<file path="config.mk">
export PLATFORM = sky130hd
export DESIGN_NAME = chunked_bump_allocator_top
export DESIGN_NICKNAME = d
export VERILOG_FILES = /design/src/rtl/cba_pkg.sv /design/src/rtl/cba_mac.sv /design/src/rtl/cba_ctrl.sv /design/src/rtl/chunked_bump_allocator_top.sv
export SDC_FILE = /design/constraint.sdc
export NUM_CORES = 2
export LEC_CHECK = 0
export BUFFER_PORTS_ARGS = -buffer_cell sky130_fd_sc_hd__buf_2
export CAP_MARGIN = 20
export CORE_ASPECT_RATIO = 1.75
export CORE_MARGIN = 5
export CORE_UTILIZATION = 50
export DETAILED_ROUTE_END_ITERATION = 8
export GPL_TIMING_DRIVEN = 0
export HOLD_SLACK_MARGIN = 0.06
export PLACE_DENSITY = 0.69
export SETUP_SLACK_MARGIN = 0.2
export SYNTH_ARGS = -nofsm -noshare
export SYNTH_HDL_FRONTEND = slang
export SYNTH_SLANG_ARGS = --single-unit
</file>
<file path="constraint.sdc">
create_clock -name clk -period 11.5 [get_ports clk]
set_input_delay 2.3 -clock clk [delete_from_list [all_inputs] [get_ports clk]]
set_output_delay 2.3 -clock clk [all_outputs]
set_load 0.05 [all_outputs]
</file>
<file path="src/rtl/cba_pkg.sv">
// Shared types and constants for the chunked bump allocator.
// No dependencies; imported by cba_mac, cba_ctrl, chunked_bump_allocator_top, cba_result_checker and testbench.
package cba_pkg;

	// Default values for the top-level parameters
	localparam int MAX_CHUNKS_DEF = 16;
	localparam int ADDR_BITS_DEF  = 32;

	// Field widths
	localparam int ADDR_W  = 32;
	localparam int SIZE_W  = 29;
	localparam int SHIFT_W = 4;
	localparam int CNT_W   = 5;
	localparam int ALIGN_W = 16;

	typedef enum logic [2:0] {
		OP_ALLOC        = 3'd0,
		OP_MARK         = 3'd1,
		OP_RET_SAVED    = 3'd2,
		OP_RET_GIVEN    = 3'd3,
		OP_CLEAR        = 3'd4,
		OP_CLEAR_CHUNKS = 3'd5,
		OP_BELONGS      = 3'd6
	} op_t;

	typedef enum logic [1:0] {
		ST_OK      = 2'd0,
		ST_TOO_BIG = 2'd1,
		ST_FULL    = 2'd2
	} status_t;

	typedef enum logic [1:0] {
		CFG_IBASE = 2'd0,
		CFG_ICAP  = 2'd1,
		CFG_CBASE = 2'd2,
		CFG_CSIZE = 2'd3
	} cfg_reg_t;

	typedef struct packed {
		op_t                operation;
		logic [SIZE_W-1:0]  request_size;
		logic [SHIFT_W-1:0] align_shift;
		logic [ADDR_W-1:0]  given_marker;
		logic [ADDR_W-1:0]  query_address;
	} cmd_t;

	typedef struct packed {
		logic [ADDR_W-1:0] block_address;
		status_t           status;
		logic              belongs;
		logic [ADDR_W-1:0] top_now;
		logic [ADDR_W-1:0] marker_now;
		logic [CNT_W-1:0]  chunks_open;
	} res_t;

	typedef struct packed {
		logic [ADDR_W-1:0] ibase;
		logic [SIZE_W-1:0] icap;
		logic [ADDR_W-1:0] cbase;
		logic [SIZE_W-1:0] csize;
	} cfg_t;

	// Width of the multiply-add result: product or base, plus one carry bit
	function automatic int mac_width(input int mult_w);
		int pw;
		pw = mult_w + SIZE_W;
		return ((pw > ADDR_W) ? pw : ADDR_W) + 1;
	endfunction

endpackage

</file>
<file path="src/rtl/cba_mac.sv">
// Shared multiply-add unit: sum = base + mult * chunk_size, registered.
// Depends on cba_pkg.
module cba_mac
	import cba_pkg::*;
#(
	parameter int MULT_W = $clog2(MAX_CHUNKS_DEF + 1)
) (
	input  logic                           clk,
	input  logic [ADDR_W-1:0]              base,
	input  logic [MULT_W-1:0]              mult,
	input  logic [SIZE_W-1:0]              csize,
	output logic [mac_width(MULT_W)-1:0]   sum_q
);

	localparam int PW = MULT_W + SIZE_W;
	localparam int RW = mac_width(MULT_W);

	logic [PW-1:0] prod;

	// Scale the chunk size by the chunk index
	assign prod = PW'(mult) * PW'(csize);

	// Add the region base and register
	always_ff @(posedge clk) begin
		sum_q <= RW'(base) + RW'(prod);
	end

endmodule

</file>
<file path="src/rtl/cba_ctrl.sv">
// Sequencer and allocator state for the chunked bump allocator.
// Depends on cba_pkg and the shared multiply-add unit cba_mac.
module cba_ctrl
	import cba_pkg::*;
#(
	parameter int MAX_CHUNKS = MAX_CHUNKS_DEF,
	parameter int ADDR_BITS  = ADDR_BITS_DEF
) (
	input  logic clk,
	input  logic arst_n,
	input  cfg_t cfg,
	input  logic cmd_valid,
	input  cmd_t cmd,
	output logic cmd_stall,
	input  logic take,
	output logic done,
	output res_t result
);

	localparam int KW     = $clog2(MAX_CHUNKS + 1);
	localparam int RW     = mac_width(KW);
	localparam int MASK_W = (ADDR_BITS < ADDR_W) ? ADDR_BITS : ADDR_W;
	localparam logic [ADDR_W-1:0] ADDR_MASK = {ADDR_W{1'b1}} >> (ADDR_W - MASK_W);
	localparam logic [KW-1:0] CHUNK_LIMIT = KW'(MAX_CHUNKS);

	typedef enum logic [3:0] {
		S_IDLE,
		S_DISP,
		S_AL_INIT,
		S_AL_USED,
		S_AL_FIT,
		S_END,
		S_END_CHK,
		S_BEG,
		S_CADDR,
		S_FIN,
		S_RET_MUL,
		S_RET_CMP,
		S_BEL_CMP,
		S_EMIT
	} state_t;

	// Padding that lifts an address to the next multiple of the alignment
	function automatic logic [ALIGN_W-1:0] align_pad(
		input logic [ALIGN_W-1:0] low,
		input logic [ALIGN_W-1:0] amask
	);
		return (ALIGN_W'(0) - low) & amask;
	endfunction

	state_t             state_q;
	op_t                op_q;
	logic [SIZE_W-1:0]  size_q;
	logic [SHIFT_W-1:0] ash_q;
	logic [ADDR_W-1:0]  arg_q;
	logic [ADDR_W-1:0]  top_q;
	logic [ADDR_W-1:0]  marker_q;
	logic [KW-1:0]      open_q;
	logic [KW-1:0]      n_q;
	logic [SIZE_W-1:0]  used_q;
	logic [ADDR_W-1:0]  ptr_q;
	logic [ADDR_W-1:0]  acc_q;
	logic [ADDR_W-1:0]  addr_q;
	status_t            status_q;
	logic               belongs_q;

	logic [ADDR_W-1:0]  mac_base;
	logic [KW-1:0]      mac_mult;
	logic [RW-1:0]      mac_res;

	logic [ALIGN_W-1:0] align_v;
	logic [ALIGN_W-1:0] pad;
	logic [SIZE_W:0]    need;
	logic               too_big;
	logic [ADDR_W-1:0]  init_off;
	logic [RW-1:0]      chunk_span;
	logic               before_ok;
	logic [SIZE_W-1:0]  room;
	logic               fits;
	logic [ADDR_W-1:0]  close_top;
	logic               m_lt_icap;
	logic               in_init;
	logic               in_chunk;
	logic               ret_stop;

	cba_mac #(
		.MULT_W(KW)
	) u_mac (
		.clk  (clk),
		.base (mac_base),
		.mult (mac_mult),
		.csize(cfg.csize),
		.sum_q(mac_res)
	);

	// Alignment, padding and request footprint
	assign align_v = ALIGN_W'((ALIGN_W + 1)'(1) << ash_q);
	assign pad     = align_pad(ptr_q[ALIGN_W-1:0], align_v - ALIGN_W'(1));
	assign need    = (SIZE_W + 1)'(size_q) + (SIZE_W + 1)'(align_v);
	assign too_big = need > (SIZE_W + 1)'(cfg.csize);

	// Initial region fit: new offset once padded and sized
	assign init_off = top_q + ADDR_W'(size_q) + ADDR_W'(pad);

	// Position inside the current chunk; mac_res holds its start offset
	assign chunk_span = RW'(top_q) - mac_res;
	assign before_ok  = (RW'(top_q) >= mac_res) && (chunk_span <= RW'(cfg.csize));
	assign room       = cfg.csize - used_q;
	assign fits       = (SIZE_W + 1)'(room) >= need;

	// Top after closing the overflow chunks
	always_comb begin
		close_top = top_q;
		if (top_q > ADDR_W'(cfg.icap)) begin
			close_top = (cfg.icap == '0) ? '0 : ADDR_W'(cfg.icap) - ADDR_W'(1);
		end
	end

	// Marker return: stop at the first chunk count that covers the distance
	assign m_lt_icap = arg_q < ADDR_W'(cfg.icap);
	assign ret_stop  = (mac_res >= RW'(ptr_q)) || (n_q == CHUNK_LIMIT);

	// Membership tests; mac_res holds the span of the open chunks
	assign in_init  = (arg_q >= cfg.ibase) &&
		((ADDR_W + 1)'(arg_q) < (ADDR_W + 1)'(cfg.ibase) + (ADDR_W + 1)'(cfg.icap));
	assign in_chunk = (cfg.csize != '0) && (arg_q >= cfg.cbase) &&
		(RW'(arg_q - cfg.cbase) < mac_res);

	// Select operands of the shared multiply-add
	always_comb begin
		mac_base = '0;
		mac_mult = '0;
		unique case (state_q)
			S_DISP: begin
				if (op_q == OP_BELONGS) begin
					mac_mult = open_q;
				end else begin
					mac_base = ADDR_W'(cfg.icap);
					mac_mult = open_q - KW'(1);
				end
			end
			S_RET_MUL: begin
				mac_mult = n_q;
			end
			S_END: begin
				mac_base = ADDR_W'(cfg.icap);
				mac_mult = n_q;
			end
			S_END_CHK: begin
				mac_base = ADDR_W'(cfg.icap);
				mac_mult = n_q - KW'(1);
			end
			S_BEG: begin
				mac_base = cfg.cbase;
				mac_mult = n_q - KW'(1);
			end
			default: ;
		endcase
	end

	// Sequencer, allocator state and result registers
	always_ff @(posedge clk or negedge arst_n) begin
		if (!arst_n) begin
			state_q   <= S_IDLE;
			op_q      <= OP_ALLOC;
			size_q    <= '0;
			ash_q     <= '0;
			arg_q     <= '0;
			top_q     <= '0;
			marker_q  <= '0;
			open_q    <= '0;
			n_q       <= '0;
			used_q    <= '0;
			ptr_q     <= '0;
			acc_q     <= '0;
			addr_q    <= '0;
			status_q  <= ST_OK;
			belongs_q <= 1'b0;
		end else begin
			unique case (state_q)
				S_IDLE: begin
					if (cmd_valid) begin
						op_q   <= cmd.operation;
						size_q <= cmd.request_size;
						ash_q  <= cmd.align_shift;
						if (cmd.operation == OP_RET_GIVEN) begin
							arg_q <= cmd.given_marker;
						end else if (cmd.operation == OP_RET_SAVED) begin
							arg_q <= marker_q;
						end else begin
							arg_q <= cmd.query_address;
						end
						state_q <= S_DISP;
					end
				end
				S_DISP: begin
					addr_q    <= '0;
					status_q  <= ST_OK;
					belongs_q <= 1'b0;
					state_q   <= S_EMIT;
					unique case (op_q)
						OP_ALLOC: begin
							if (top_q < ADDR_W'(cfg.icap)) begin
								ptr_q   <= cfg.ibase + top_q;
								state_q <= S_AL_INIT;
							end else if (open_q == '0) begin
								if (too_big) begin
									status_q <= ST_TOO_BIG;
								end else begin
									n_q     <= KW'(1);
									used_q  <= '0;
									state_q <= S_END;
								end
							end else begin
								n_q     <= open_q;
								state_q <= S_AL_USED;
							end
						end
						OP_MARK: begin
							marker_q <= top_q;
						end
						OP_RET_SAVED, OP_RET_GIVEN: begin
							if (m_lt_icap) begin
								open_q <= '0;
								top_q  <= arg_q;
							end else begin
								ptr_q   <= arg_q - ADDR_W'(cfg.icap);
								n_q     <= '0;
								state_q <= S_RET_MUL;
							end
						end
						OP_CLEAR: begin
							open_q <= '0;
							top_q  <= '0;
						end
						OP_CLEAR_CHUNKS: begin
							open_q <= '0;
							top_q  <= close_top;
						end
						OP_BELONGS: begin
							state_q <= S_BEL_CMP;
						end
						default: ;
					endcase
				end
				S_AL_INIT: begin
					if (init_off <= ADDR_W'(cfg.icap)) begin
						top_q   <= init_off;
						addr_q  <= (ptr_q + ADDR_W'(pad)) & ADDR_MASK;
						state_q <= S_EMIT;
					end else if (too_big) begin
						status_q <= ST_TOO_BIG;
						state_q  <= S_EMIT;
					end else begin
						n_q     <= KW'(1);
						used_q  <= '0;
						state_q <= S_END;
					end
				end
				S_AL_USED: begin
					used_q  <= before_ok ? chunk_span[SIZE_W-1:0] : cfg.csize;
					state_q <= S_AL_FIT;
				end
				S_AL_FIT: begin
					if (fits) begin
						state_q <= S_END;
					end else if (too_big) begin
						status_q <= ST_TOO_BIG;
						state_q  <= S_EMIT;
					end else if (n_q >= CHUNK_LIMIT) begin
						status_q <= ST_FULL;
						state_q  <= S_EMIT;
					end else begin
						n_q     <= n_q + KW'(1);
						used_q  <= '0;
						state_q <= S_END;
					end
				end
				S_END: begin
					state_q <= S_END_CHK;
				end
				S_END_CHK: begin
					// End of the target chunk must stay within 32-bit offsets
					if (mac_res[RW-1:ADDR_W] != '0) begin
						status_q <= ST_FULL;
						state_q  <= S_EMIT;
					end else begin
						state_q <= S_BEG;
					end
				end
				S_BEG: begin
					acc_q   <= mac_res[ADDR_W-1:0] + ADDR_W'(used_q) + ADDR_W'(size_q);
					state_q <= S_CADDR;
				end
				S_CADDR: begin
					ptr_q   <= mac_res[ADDR_W-1:0] + ADDR_W'(used_q);
					state_q <= S_FIN;
				end
				S_FIN: begin
					top_q   <= acc_q + ADDR_W'(pad);
					addr_q  <= (ptr_q + ADDR_W'(pad)) & ADDR_MASK;
					open_q  <= n_q;
					state_q <= S_EMIT;
				end
				S_RET_MUL: begin
					state_q <= S_RET_CMP;
				end
				S_RET_CMP: begin
					if (ret_stop) begin
						open_q  <= n_q;
						top_q   <= arg_q;
						state_q <= S_EMIT;
					end else begin
						n_q     <= n_q + KW'(1);
						state_q <= S_RET_MUL;
					end
				end
				S_BEL_CMP: begin
					belongs_q <= in_init || in_chunk;
					state_q   <= S_EMIT;
				end
				S_EMIT: begin
					if (take) begin
						state_q <= S_IDLE;
					end
				end
				default: begin
					state_q <= S_IDLE;
				end
			endcase
		end
	end

	// Hold off new commands until the current one is handed over
	assign cmd_stall = (state_q != S_IDLE);
	assign done      = (state_q == S_EMIT);

	assign result.block_address = addr_q;
	assign result.status        = status_q;
	assign result.belongs       = belongs_q;
	assign result.top_now       = top_q;
	assign result.marker_now    = marker_q;
	assign result.chunks_open   = CNT_W'(open_q);

endmodule

</file>
<file path="src/rtl/chunked_bump_allocator_top.sv">
// Chunked bump allocator: configuration registers, command sequencer and result register.
// Depends on cba_pkg and cba_ctrl.
//
// Usage:
//   cfg channel (cfg_valid/cfg_ready, cfg_index, cfg_data) writes the region registers;
//   it is always ready. The user must write it only while no command is in flight;
//   the block does not enforce this. cmd channel carries one command per beat,
//   taken when cmd_valid is high and cmd_stall is low. res channel returns exactly
//   one result beat per command, held while res_stall is high.
// Commands run through the sequencer one at a time. Marker set, clear, clear chunks,
//   the unused code, membership queries and allocations inside the initial region
//   take short paths; an allocation in an overflow chunk passes through more states,
//   and a marker return steps through the chunk counts one by one, up to MAX_CHUNKS,
//   on the shared multiply-add unit until one covers the marker.
// The result register frees the sequencer: the next command is taken while a
// result still waits; a further result waits in the sequencer until the
// register drains.
// Reset clears the top offset, marker and chunk count and loads the register
// defaults (both sizes 65536, both bases 0).
module chunked_bump_allocator_top
	import cba_pkg::*;
#(
	parameter int MAX_CHUNKS = MAX_CHUNKS_DEF,
	parameter int ADDR_BITS  = ADDR_BITS_DEF
) (
	input  logic              clk,
	input  logic              arst_n,
	input  logic              cfg_valid,
	output logic              cfg_ready,
	input  logic [1:0]        cfg_index,
	input  logic [ADDR_W-1:0] cfg_data,
	input  logic              cmd_valid,
	output logic              cmd_stall,
	input  cmd_t              cmd_data,
	output logic              res_valid,
	input  logic              res_stall,
	output res_t              res_data
);

	cfg_t cfg_q;
	logic res_valid_q;
	res_t res_q;
	logic done;
	logic take;
	res_t result;

	cba_ctrl #(
		.MAX_CHUNKS(MAX_CHUNKS),
		.ADDR_BITS (ADDR_BITS)
	) u_ctrl (
		.clk      (clk),
		.arst_n   (arst_n),
		.cfg      (cfg_q),
		.cmd_valid(cmd_valid),
		.cmd      (cmd_data),
		.cmd_stall(cmd_stall),
		.take     (take),
		.done     (done),
		.result   (result)
	);

	assign cfg_ready = 1'b1;

	// Write configuration registers
	always_ff @(posedge clk or negedge arst_n) begin
		if (!arst_n) begin
			cfg_q.ibase <= '0;
			cfg_q.icap  <= SIZE_W'(65536);
			cfg_q.cbase <= '0;
			cfg_q.csize <= SIZE_W'(65536);
		end else if (cfg_valid) begin
			unique case (cfg_reg_t'(cfg_index))
				CFG_IBASE: cfg_q.ibase <= cfg_data;
				CFG_ICAP:  cfg_q.icap  <= cfg_data[SIZE_W-1:0];
				CFG_CBASE: cfg_q.cbase <= cfg_data;
				CFG_CSIZE: cfg_q.csize <= cfg_data[SIZE_W-1:0];
			endcase
		end
	end

	// Load the result register when it is empty or draining this cycle
	assign take = done && (!res_valid_q || !res_stall);

	always_ff @(posedge clk or negedge arst_n) begin
		if (!arst_n) begin
			res_valid_q <= 1'b0;
		end else if (take) begin
			res_valid_q <= 1'b1;
		end else if (!res_stall) begin
			res_valid_q <= 1'b0;
		end
	end

	// Hold the result beat while stalled
	always_ff @(posedge clk) begin
		if (take) begin
			res_q <= result;
		end
	end

	assign res_valid = res_valid_q;
	assign res_data  = res_q;

endmodule

</file>
==> impl_metrics.csv <==
group,metric,value,unit
status,outcome,"complete, no violations",
worst_setup_path,cp-start-kind,"flop",
cells_and_area,final_cell_mix,"636 x ha_1, 609 x nand2_1, 504 x inv_1, 412 x o21ai_0, 402 x a21oi_1",
cts,path_clk_slew,0.07,ns
placed_design,gp_congestion,1.03,
sta,finalHoldViolations,0,
placed_design,dp.final_hpwl,182,mm
placed_design,portBuffers,243,
cts,cts_tree,"built",
die,core-area,102000,µm²
cts,htreeDepth,2,
sta,fin_skew,0.0242,ns
global_route,grt_pass1_wl,310,mm
synth,yosys.area.top_type,"dfrtp_1",
synth,avgSynthCellArea,8.72,µm²
sta,rsz0062_at_grt,"no",
cells_and_area,layout-drive-gt1-share,10.1,%
global_route,met3_usage,3.99,%
synth,ys_warn_count,0,
routing,wirelength,217,mm
global_route,grt_usage,38.3,%
synth,netlist_instances,5893,
worst_setup_path,crit_required,12.01,ns
worst_setup_path,worstPathArrival,11.48,ns
synth,synth_top_area_share,19.2,%
global_route,grt_use_met1,41.0,%
sta,tightest_slew,1.30,ns
cells_and_area,final_util,55.7,%
global_route,overflow,0,
routing,vias,47600,
synth,synth_fp_nets,6807,
placed_design,pre_cts_ws,0.252,ns
sta,clock.fmax,0.0911,GHz
sta,whs,0.448,ns
global_route,grt_max_degree,109,
cells_and_area,final_common_cell,"ha_1",
cts,clock-sinks,536,
cts,cts_buffers,58,
worst_setup_path,crit_slowest_cell,"or4_1",
sta,relSlewSlack,13.1,%
worst_setup_path,crit_type,"flop to flop",
routing,wl_per_cell,28.5,µm
sta,fin_crit,10.97,ns
cells_and_area,num-nets-final,7146,
worst_setup_path,crit_fanout,10,
sta,period_share,95.4,%
synth,ys_seq_area_share,26.8,%
cts,worstSkewPairLatency,0.70,ns
global_route,grt-busiest-layer,"met2",
routing,vias_per_cell,6.25,
routing,post-route-drc-count,0,
sta,slew_violations,0,
worst_setup_path,endpoint_kind,"flop",
global_route,use_met2,66.3,%
die,die_area,110000,µm²
synth,synth_edf_count,104,
sta,tns,0,ns
synth,ys_ff_latch,536,
cts,cts_root_buf,"clkbuf_16",
routing,ant_nets,0,
synth,async_flop_share,74.1,%
worst_setup_path,cpPeakStageDelay,0.89,ns
die,die_x,252,µm
sta,setup_slack,0.528,ns
synth,netlist_area,51400,µm²
synth,synth_area_leaders,"dfrtp_1 19%, ha_1 15%, edfxtp_1 6.1%",
flow_run,maxCapViolCount,0,
die,fp-row-count,155,
die,fp.dieH,434,µm
cts,cts.path.max_buffers,3,
cells_and_area,fill_cells,9701,
synth,synth.distinct_cells,106,
global_route,grt_pass1_vias,48700,
hold_path,hold_class,"flop to flop",
die,ios,246,
routing,first_pass_iters,7,
routing,drt_iter0_markers,3538,
global_route,antenna_found_initial,2,
cells_and_area,syn_to_final_growth,10.6,%
sta,setup_viol,0,
die,start_util,50.4,%
synth,synth_flop_cell,"dfrtp_1",
metal layers:
layer / wire (µm) / up-vias / share of wire, %
li1: - / 21900 / -
met1: 76500 / 23400 / 35
met2: 104000 / 1783 / 48
met3: 11300 / 633 / 5.2
met4: 24600 / 0 / 11
met5: 0 / - / 0
sequential cells by signal, summed over array words and instances, names as in the netlist:
register,cells
cfg_q,122
res_data,104
u_ctrl.u_mac.sum_q,35
u_ctrl.acc_q,32
u_ctrl.addr_q,32
u_ctrl.arg_q,32
u_ctrl.marker_q,32
u_ctrl.ptr_q,32
u_ctrl.top_q,32
u_ctrl.size_q,29
u_ctrl.used_q,29
u_ctrl.n_q,5
u_ctrl.open_q,5
u_ctrl.ash_q,4
u_ctrl.state_q,4
u_ctrl.op_q,3
u_ctrl.status_q,2
res_valid,1
u_ctrl.belongs_q,1
critical path: cells and delay by family, from the launching register on:
family / cells / cell delay, ns
AOI/OAI and AO/OA: 11 / 3.58
and+or+nand+nor: 14 / 4.03
DFF: 1 / 0.39
buffers and inverters: 5 / 1.20
xor gates and xnor gates: 1 / 0.11
adders and majority gates: 4 / 1.45
area by class of cell:
type,instances,area [µm²],area share (%)
diodes,5,12.5,0.0220
plain buffers,212,866,1.52
clock buffers,68,1530,2.69
clock inverters,40,487,0.856
inverters,507,1900,3.35
multi-input cells,4638,34900,61.4
flip-flops and latches,536,13800,24.2
well taps,1334,1670,2.94
repair buffers,279,1700,3.00
timing repair:
| item | CTS | global route |
|---|---|---|
| setup endpoints to repair | 1 | 10 |
| setup buffers | 1 | 0 |
| gates resized for setup | 0 | 3 |
| pin swaps | 1 | 0 |
| hold buffers | 0 | 0 |
final timing paths:
check	start	end	slack [ns]	cells after the start
hold reg to reg	u_ctrl.addr_q[12]	res_data[84]	0.45	0
max in group asynchronous	arst_n	u_ctrl.n_q[1]	8.13	3
setup / recovery	u_ctrl.ash_q[0]	u_ctrl.top_q[31]	0.53	35
min in group asynchronous	arst_n	cfg_q[3]	1.68	1
hold / removal	u_ctrl.addr_q[12]	res_data[84]	0.45	0
setup reg to reg	u_ctrl.ash_q[0]	u_ctrl.top_q[31]	0.53	35
cells by family after synthesis:
group	after synthesis	synth area share, %
fa+ha+maj	777	20.9
simple gates	1575	14.6
buf+inv	719	5.38
xor+xnor	387	6.59
mux	198	4.25
flops	536	26.8
compound gates	1700	21.5
other cells	1	0.00730
synthesized netlist by cell type (all sizes together), types with 25 or more instances:
cell      n
ha      636
nand2   609
inv     505
o21ai   438
a21oi   406
dfrtp   395
nor2    293
xnor2   274
a21o    225
clkbuf  178
mux2    161
fa      139
nand3   133
xor2    113
edfxtp  104
nand2b   94
nor3     84
a211oi   78
nand4    71
nor2b    71
o21a     64
o31ai    53
a22oi    49
a31oi    46
and2     44
and3     42
o211ai   41
a221oi   40
mux2i    37
o21bai   36
dfxtp    35
buf      34
nor4     33
or3      32
a22o     25
metrics by stage:
step | instance area [µm²] | std cells
finish | 56800 | 7619
detailed placement | 54800 | 7502
global placement | 54300 | 7470
global route | 56800 | 7616
floorplan | 51400 | 5893
CTS | 56800 | 7611
Power is left out: the tool's default activity adds up to more than one toggle a clock period on the data nets, which glitch-free logic cannot reach.
